<file path="config.mk">
export PLATFORM = sky130hd
export DESIGN_NAME = delta_of_delta_time_encoder
export DESIGN_NICKNAME = d
export VERILOG_FILES = /design/src/rtl/dode_pkg.sv /design/src/rtl/delta_of_delta_time_encoder.sv
export SDC_FILE = /design/constraint.sdc
export NUM_CORES = 1
export LEC_CHECK = 0
export BUFFER_PORTS_ARGS = -buffer_cell sky130_fd_sc_hd__buf_2
export CAP_MARGIN = 20
export CORE_ASPECT_RATIO = 0.7
export CORE_MARGIN = 2
export CORE_UTILIZATION = 37
export CTS_CLUSTER_SIZE = 8
export DETAILED_ROUTE_END_ITERATION = 7
export SETUP_SLACK_MARGIN = 0.2
export SYNTH_ARGS = -nofsm -noshare
export SYNTH_HDL_FRONTEND = slang
export SYNTH_SLANG_ARGS = --single-unit
</file>
<file path="constraint.sdc">
create_clock -name clk -period 6.1 [get_ports clk]
set_input_delay 0.915 -clock clk [delete_from_list [all_inputs] [get_ports clk]]
set_output_delay 0.915 -clock clk [all_outputs]
set_load 0.02 [all_outputs]
</file>
<file path="src/rtl/dode_pkg.sv">
// Shared types and constants for the delta-of-delta timestamp encoder.
package dode_pkg;

	localparam int TS_W      = 64;
	localparam int BYTE_W    = 8;
	localparam int MAX_BYTES = 9;
	localparam int BUF_W     = MAX_BYTES * BYTE_W;
	localparam int CNT_W     = 4;

	// Signed limits of the short codes.
	localparam logic signed [TS_W-1:0] ONE_MIN   = -64'sd31;
	localparam logic signed [TS_W-1:0] ONE_MAX   = 64'sd31;
	localparam logic signed [TS_W-1:0] TWO_MIN   = -64'sd4095;
	localparam logic signed [TS_W-1:0] TWO_MAX   = 64'sd4095;
	localparam logic signed [TS_W-1:0] THREE_MIN = -64'sd524287;
	localparam logic signed [TS_W-1:0] THREE_MAX = 64'sd524286;

	// Code prefixes, already placed at the top of each code word.
	localparam logic [7:0]  PFX_ONE   = 8'h80;
	localparam logic [15:0] PFX_TWO   = 16'hC000;
	localparam logic [23:0] PFX_THREE = 24'hE00000;
	localparam logic [7:0]  PFX_ESC   = 8'h00;

	localparam logic [CNT_W-1:0] NB_ONE   = 4'd1;
	localparam logic [CNT_W-1:0] NB_TWO   = 4'd2;
	localparam logic [CNT_W-1:0] NB_THREE = 4'd3;
	localparam logic [CNT_W-1:0] NB_ESC   = 4'd9;

	typedef enum logic [1:0] {
		LEN_ONE,
		LEN_TWO,
		LEN_THREE,
		LEN_ESC
	} code_len_t;

endpackage

</file>
<file path="src/rtl/delta_of_delta_time_encoder.sv">
// Delta-of-delta timestamp encoder: input register, code builder and byte serializer.
// Datapath: a timestamp transfer lands in the input register; its code is built from
// there and loaded into the byte serializer, whose top byte is presented on the output.
// Throughput: one output byte per cycle while m_tready is high; a code has 1, 2, 3 or 9
// bytes, set by its length; the first timestamp after reset is only stored and sends none.
// Reset (arst_n low, asynchronous) empties both stages and forgets the stored timestamp.
module delta_of_delta_time_encoder import dode_pkg::*; (
	input  logic              clk,
	input  logic              arst_n,
	input  logic              s_tvalid,
	output logic              s_tready,
	input  logic [TS_W-1:0]   s_tdata,   // [63:0] timestamp
	output logic              m_tvalid,
	input  logic              m_tready,
	output logic [BYTE_W-1:0] m_tdata,   // [7:0] out_byte
	output logic              m_tlast    // last_byte
);

	logic                    valid_s1;
	logic [TS_W-1:0]         ts_s1;
	logic                    seen_first_q;
	logic [TS_W-1:0]         prev_time_q;
	logic [TS_W-1:0]         prev_delta_q;
	logic [BUF_W-1:0]        buf_q;
	logic [CNT_W-1:0]        cnt_q;

	logic                    out_xfer;
	logic                    ser_free;
	logic                    load;
	logic signed [TS_W-1:0]  dod;
	code_len_t               len;
	logic [BUF_W-1:0]        code_buf;
	logic [CNT_W-1:0]        code_nb;

	assign m_tvalid = (cnt_q != '0);
	assign m_tdata  = buf_q[BUF_W-1 -: BYTE_W];
	assign m_tlast  = (cnt_q == NB_ONE);
	assign out_xfer = m_tvalid && m_tready;

	// The serializer can take a new code when it is empty or its last byte leaves in this cycle.
	assign ser_free = (cnt_q == '0) || (m_tlast && m_tready);
	assign load     = valid_s1 && (!seen_first_q || ser_free);
	assign s_tready = !valid_s1 || load;

	assign dod = signed'(ts_s1 - prev_time_q - prev_delta_q);

	always_comb begin
		if (dod >= ONE_MIN && dod <= ONE_MAX) begin
			len = LEN_ONE;
		end else if (dod >= TWO_MIN && dod <= TWO_MAX) begin
			len = LEN_TWO;
		end else if (dod >= THREE_MIN && dod <= THREE_MAX) begin
			len = LEN_THREE;
		end else begin
			len = LEN_ESC;
		end
	end

	// Codes are left-justified in the buffer so the first byte sits on top.
	always_comb begin
		case (len)
			LEN_ONE: begin
				code_buf = {PFX_ONE | {2'b00, dod[5:0]}, {(BUF_W-8){1'b0}}};
				code_nb  = NB_ONE;
			end
			LEN_TWO: begin
				code_buf = {PFX_TWO | {3'b000, dod[12:0]}, {(BUF_W-16){1'b0}}};
				code_nb  = NB_TWO;
			end
			LEN_THREE: begin
				code_buf = {PFX_THREE | {4'b0000, dod[19:0]}, {(BUF_W-24){1'b0}}};
				code_nb  = NB_THREE;
			end
			default: begin
				code_buf = {PFX_ESC, dod};
				code_nb  = NB_ESC;
			end
		endcase
	end

	always_ff @(posedge clk or negedge arst_n) begin
		if (!arst_n) begin
			valid_s1 <= 1'b0;
		end else if (s_tready) begin
			valid_s1 <= s_tvalid;
		end
	end

	always_ff @(posedge clk) begin
		if (s_tready && s_tvalid) begin
			ts_s1 <= s_tdata;
		end
	end

	always_ff @(posedge clk or negedge arst_n) begin
		if (!arst_n) begin
			seen_first_q <= 1'b0;
			prev_time_q  <= '0;
			prev_delta_q <= '0;
		end else if (load) begin
			seen_first_q <= 1'b1;
			prev_time_q  <= ts_s1;
			prev_delta_q <= seen_first_q ? dod : '0;
		end
	end

	always_ff @(posedge clk or negedge arst_n) begin
		if (!arst_n) begin
			cnt_q <= '0;
		end else if (load && seen_first_q) begin
			cnt_q <= code_nb;
		end else if (out_xfer) begin
			cnt_q <= cnt_q - NB_ONE;
		end
	end

	always_ff @(posedge clk) begin
		if (load && seen_first_q) begin
			buf_q <= code_buf;
		end else if (out_xfer) begin
			buf_q <= {buf_q[BUF_W-BYTE_W-1:0], {BYTE_W{1'b0}}};
		end
	end

	// A loaded code always has one of the four legal lengths.
	assert property (@(posedge clk) disable iff (!arst_n)
		load && seen_first_q |=> cnt_q == NB_ONE || cnt_q == NB_TWO ||
			cnt_q == NB_THREE || cnt_q == NB_ESC)
		else $error("serializer loaded with an illegal byte count");

	// Nothing is sent before the first timestamp has been stored.
	assert property (@(posedge clk) disable iff (!arst_n)
		!seen_first_q |-> cnt_q == '0)
		else $error("output bytes before the first timestamp");

	// A waiting timestamp holds until the serializer takes it.
	assert property (@(posedge clk) disable iff (!arst_n)
		valid_s1 && !load |=> valid_s1 && $stable(ts_s1))
		else $error("input register lost a waiting timestamp");

	// A new code is never loaded over bytes that are still pending.
	assert property (@(posedge clk) disable iff (!arst_n)
		load && seen_first_q |-> cnt_q == '0 || (cnt_q == NB_ONE && m_tready))
		else $error("code loaded over pending bytes");

endmodule

</file>
==> results.tsv, run 1 <==
metric	value	unit
Post-synth top cells	nand2_1, o21ai_0, inv_1, edfxtp_1, dfrtp_1	
final wirelength	56700	microns
Worst Setup Start Kind	flip-flop	
die area	48100	sq um
worst path arrival time	6.38	ns
Main synth FF type	edfxtp_1	
Detail Placement HPWL	43400	microns
crit path max fanout	8	
DRT iter0 DRCs	1441	
Die H	184	microns
R2R cell count	22	
Cells after Synth	1772	
CTS Buf Count	39	
RSZ-0062 raised after global routing	yes	
worst path required time	6.38	ns
crit path buf inv count	2	
die width	261	microns
Pre-antenna DRT Iters	5	
#FFs+latches synth	270	
core region area	45400	sq um
M3 GR Usage	3.71	%
io pins	79	
fraction of registers with async set/reset	49.6	%
first-pass GRT wire length	87600	microns
outcome	finished clean	
Max-Cap Viols	0	
Most Used Layer, Global Route	met1	
Final Hold Viols	0	
Setup crit end kind	flip-flop	
count leader, synth	nand2_1	
DRC	0	
layout cells sized above 1	27.6	%
number of global-route vias before repair	14700	
CTS tree	built	
Slowest-stage cell, CP	fa_2	
Ys Warns	0	
Final Worst Setup Slack	0.00412	ns
register area	7440	sq um
htree depth	2	
Core Rows	65	
# port buffers	78	
final RePlAce weighted congestion	0.979	
worst clock skew	0.0279	ns
gr ovfl total	0	
RR Endpoint	buf_q[64]	
Initial Util	37.8	%
Avg Cell Area, Syn	9.68	sq um
leading post-synthesis cells by cell area	edfxtp_1, dfrtp_1, fa_1, o21ai_0, nand2_1	
Syn Nets	1974	
CTS sink cnt	270	
kind of critical path	reg -> reg	
Slew headroom	25.6	%
max frequency	164	MHz
crit path time final	6.10	ns
area occupied by multi-input gates	9390	sq um
Vias	15000	
Hold Path Class	in -> async	
nets	2307	
largest area contributor in the netlist	edfxtp_1	
Crit Reg-Reg Startpoint	prev_time_q[0]	
Clock Tree Buf Depth	3	
cells along the critical path	inv_2 -> fa_2 -> ha_4 -> nor2_4 -> fa_2 -> nand2b_4 -> a21oi_4 -> o2111ai_4 -> a21oi_2 -> o2111a_2 -> o41a_1 -> o21ai_1 -> xnor2_1 -> or4_4 -> nor4_4 -> nand2_1 -> or4_4 -> o221a_4 -> ha_4 -> buf_6 -> a222oi_1 -> o21ai_1	
Crit path max-delay family	compound AO/OA/AOI/OAI gates	
Crit path largest cell delay	0.61	ns
worst skew pair latency	0.55	ns
post-route ant nets	0	
fin crit share	99.9	%
EDFF count, synth	136	
Area Growth Syn to Fin	29.4	%
initial antenna violation count	1	
largest net degree at the start of global routing	104	
Slew @ Worst Pin	1.12	ns
average wire per standard cell	20.7	microns
sequential share of the synthesized area	43.3	%
Synth Cell Area	17200	sq um
Via-to-Cell Ratio	5.46	
Yosys cell types	103	
Slew Viols, Final	0	
met2 Use GR	34.3	%
cts hold-fix bufs	0	
root buf cell	clkbuf_16	
gr usage total	23.7	%
M1 GR Usage	37.4	%
pre-CTS setup slack	-0.530	ns
worst reg-to-reg setup slack	0.004	ns
top cell type's share of synthesized area	23.8	%
Clock transition at path regs	0.05	ns
Final setup viols	0	
fillers	4308	
## metrics by stage
step / utilization (%) / hold slack (ns) / std cells / setup TNS (ns) / area, sq um
2_1_floorplan: - / 0.453 / 1772 / 0 / 17200
3_3_place_gp: 44.0 / 0.467 / 2638 / -23.26 / 20000
3_5_place_dp: 44.0 / 0.474 / 2638 / -28.97 / 20000
4_1_cts: 48.2 / 0.387 / 2730 / 0 / 21900
5_1_grt: 48.9 / 0.420 / 2738 / -4.43 / 22200
6_report: 48.9 / 0.374 / 2739 / 0 / 22200
## layout make-up
| type | count | share of cell area, % |
|---|---|---|
| Antenna cell | 1 | 0.0113 |
| Clock buffer | 68 | 4.89 |
| Clock inverter | 3 | 0.248 |
| Inverter | 152 | 2.57 |
| Multi-Input combinational cell | 1250 | 42.3 |
| Sequential cell | 270 | 33.5 |
| Tap cell | 603 | 3.40 |
| Timing Repair Buffer | 392 | 13.1 |
## timing repair
action | in CTS | in global routing
endpoints found under the setup margin | 75 | 73
gates cloned | 3 | 0
pin swaps | 46 | 47
setup buffers | 18 | 8
gates resized for setup | 115 | 47
## layout by cell type (no fill, tap or decap), types with 11 or more instances in the layout
cell / instances
buf_4: 297
nand2_1: 244
o21ai_0: 183
inv_1: 148
edfxtp_1: 136
dfrtp_1: 134
nor2_1: 85
a21oi_1: 83
buf_2: 77
fa_1: 60
ha_1: 50
nand4_1: 43
clkbuf_16: 39
xnor2_1: 31
a22o_1: 29
clkbuf_1: 29
nor3_1: 28
nand3_1: 28
o21ai_1: 21
xor2_1: 20
ha_4: 19
a21oi_2: 15
o22ai_1: 15
a21o_1: 13
a211oi_1: 12
nor4_1: 12
o21a_1: 11
## worst max-delay path by stage
stage	from	to	slack (ns)	cells past startpoint
6_report	prev_time_q[0]	buf_q[64]	0.004	22
5_1_grt	prev_time_q[0]	buf_q[67]	-0.20	24
4_1_cts	ts_s1[0]	buf_q[64]	0.07	23
3_5_place_dp	ts_s1[0]	buf_q[63]	-0.53	24
3_3_place_gp	ts_s1[0]	buf_q[63]	-0.43	24
2_1_floorplan	ts_s1[0]	buf_q[44]	0.22	24
## per-layer routing
metal  up-vias  wire (microns)  part of all wire [%]
met3        55            3750                   6.6
met4         0             706                   1.2
met5         -               0                     0
met2       503           23500                    42
li1       7018               -                     -
met1      7381           28700                    51
## kinds of logic after synthesis
kind of cell	share of synthesized area, %
buf+inv	6.50
xor+xnor	2.76
compound gates	19.2
flops	43.3
simple gates	15.3
fa+ha+maj	12.5
mux	0.299
## sequential cells by signal, summed over array words and instances (netlist names)
| name | cells |
|---|---|
| buf_q | 72 |
| prev_delta_q | 64 |
| prev_time_q | 64 |
| ts_s1 | 64 |
| cnt_q | 4 |
| seen_first_q | 1 |
| valid_s1 | 1 |
Power of run 1 is left out: the tool's default activity adds up to more than one toggle a clock period on the data nets, which glitch-free logic cannot reach.
==> inputs of run 2 (changes only) <==
- ABC_AREA: not set -> 1
==> run 2 against run 1 <==
Net effect:
- design area decreased by 4.5%
- synthesized cell count grew 43%
- maximum frequency increased by 11%
- critical path depth rose by 9
- critical path type unchanged
==> results.tsv, run 2 <==
metric	value	unit	change
#FFs+latches synth	270		unchanged
DRC	0		unchanged
gr usage total	25.5	%	+1.8 points
Slew Viols, Final	0		unchanged
Final Hold Viols	0		unchanged
Biggest register	buf_q		
Vias	16400		+9.8%
first-pass GRT wire length	98800	microns	+13%
die area	52700	sq um	+9.5%
# port buffers	78		unchanged
DRT iter0 DRCs	1596		+11%
sequential share of the synthesized area	39.5	%	-3.8 points
htree depth	2		unchanged
Synth Area in Compound Gates	7.36	%	-12 points
final wirelength	66400	microns	+17%
worst clock skew	0.0430	ns	+0.0151 ns
max frequency	182	MHz	+11%
io pins	79		unchanged
multiplexer area fraction after synthesis	0	%	-0.30 points
Area Growth Syn to Fin	12.6	%	
Post-synth top cells	nand2_1, inv_1, nor2_1, edfxtp_1, dfrtp_1		
Max-Cap Viols	0		unchanged
Post-Synth XOR/XNOR Area	2.04	%	-0.71 points
RSZ-0062 raised after global routing	no		
Via-to-Cell Ratio	4.93		-9.8%
Synth Cell Area	18800	sq um	+9.7%
TNS Setup	0	ns	unchanged
CTS Buf Count	39		unchanged
Synth Area in Adders	11.4	%	-1.1 points
Worst Setup Start Kind	flip-flop		
layout cells sized above 1	8.65	%	-19 points
commonest non-fill, non-tap cells in the layout	nand2_1, inv_1, nor2_1, edfxtp_1, dfrtp_1		
largest area contributor in the netlist	edfxtp_1		
most frequent CP cell	nand2_1		
Detail Placement HPWL	52800	microns	+22%
crit path time final	5.50	ns	-0.593 ns
Clock Tree Buf Depth	3		unchanged
Die H	193	microns	+4.6%
kind of critical path	reg -> reg		
Setup crit end kind	flip-flop		
simple-gate portion of the synthesized area	27.7	%	+12 points
worst path arrival time	5.92	ns	-0.46 ns
count leader, synth	nand2_1		
leading post-synthesis cells by cell area	edfxtp_1, dfrtp_1, nand2_1, inv_1, fa_1		
cts repair resizes	0		-100%
crit path max fanout	6		-2
outcome	finished clean		
Crit Reg-Reg Startpoint	ts_s1[0]		
root buf cell	clkbuf_16		
Yosys cell types	35		-66%
fraction of registers with async set/reset	49.6	%	unchanged
average wire per standard cell	19.9	microns	-3.7%
post-route ant nets	0		unchanged
Pre-antenna DRT Iters	5		unchanged
fin util	42.0	%	-7.0 points
cts hold-fix bufs	0		unchanged
Avg Cell Area, Syn	7.40	sq um	-24%
largest family of logic cells by synthesized area	simple AND/OR/NAND/NOR gates		
CTS sink cnt	270		unchanged
Slew @ Worst Pin	1.11	ns	-0.00910 ns
Main synth FF type	edfxtp_1		
gr ovfl total	0		unchanged
Ant. Diodes	0		-1
Cells after Synth	2542		+43%
CP startpoint	ts_s1[0]		
core region area	50500	sq um	+11%
commonest non-fill, non-tap cell in the layout	nand2_1		
worst path required time	6.52	ns	+0.14 ns
number of global-route vias before repair	15600		+6.3%
Final setup viols	0		unchanged
top cell type's share of synthesized area	21.7	%	-2.1 points
initial antenna violation count	0		-1
Initial Util	37.3	%	-0.55 points
final RePlAce weighted congestion	0.949		-3.0%
Slowest-stage cell, CP	fa_1		
Hold Path Class	in -> async		
die width	274	microns	+4.6%
CTS tree	built		
nets	2831		+23%
max reg flops	72		unchanged
Ys Warns	0		unchanged
Crit path largest cell delay	0.52	ns	-0.09 ns
Core Rows	69		+6.2%
Slew headroom	26.2	%	+0.61 points
EDFF count, synth	136		unchanged
Syn Nets	2744		+39%
fin crit share	90.2	%	-9.7 points
Clock transition at path regs	0.05	ns	about the same
worst skew pair latency	0.59	ns	+0.04 ns
Post-CTS Setup Bufs	0		-18
largest net degree at the start of global routing	97		-6.7%
[run 2: layout make-up]
type,instances,area (sq um)
Clock buffer,69,1090
Fill cell,5226,29300
Tap cell,674,843
Timing Repair inverter,1,7.51
Inverter,539,2030
Timing Repair Buffer,99,562
Multi-Input combinational cell,1679,9150
Clock inverter,3,70.1
Sequential cell,270,7440
[run 2: final timing paths]
kind                                     to  slack [ns]  cells past startpoint
max                               buf_q[62]        0.60                     31
min                          prev_time_q[2]        0.31                      1
max reg2reg                       buf_q[62]        0.60                     31
min reg2reg                 prev_delta_q[1]        0.49                      2
max in group asynchronous  prev_delta_q[37]        4.39                      2
min in group clk            prev_delta_q[1]        0.49                      2
[run 2: per-stage QoR]
step / cells / area [sq um] / hold slack, ns / setup slack (ns)
after detailed placement: 3261 / 20000 / 0.484 / 0.398
final: 3334 / 21200 / 0.311 / 0.597
after floorplan: 2542 / 18800 / 0.453 / 1.46
after global routing: 3334 / 21200 / 0.397 / 0.201
after CTS: 3333 / 21200 / 0.375 / 0.371
after global placement: 3261 / 20000 / 0.473 / 0.503
[run 2: kinds of logic (layout without fill, tap and decap cells)]
logic type | after synthesis | count (layout)
and+or+nand+nor | 1254 | 1254
buffers and inverters | 593 | 711
DFF | 270 | 270
AOI/OAI and AO/OA | 248 | 248
adders and majority gates | 134 | 134
xor gates and xnor gates | 43 | 43
[run 2: per-layer routing]
layer | vias to the layer above | wire (microns) | part of all wire [%] | global-route usage, %
li1 | 8033 | - | - | -
met1 | 7777 | 34000 | 51 | 40.0
met2 | 555 | 25500 | 38 | 34.5
met3 | 60 | 5690 | 8.6 | 6.51
met4 | 2 | 1110 | 1.7 | 5.32
met5 | - | 107 | 0.16 | 1.50
[run 2: critical path: cells and delay by family, from the launching register on]
kind / cells / cell delay (ns)
and+or+nand+nor: 17 / 2.19
adders and majority gates: 4 / 1.34
buffers and inverters: 7 / 0.92
DFF: 1 / 0.41
AOI/OAI and AO/OA: 2 / 0.37
xor gates and xnor gates: 1 / 0.14
Power of run 2 is left out for the same reason.
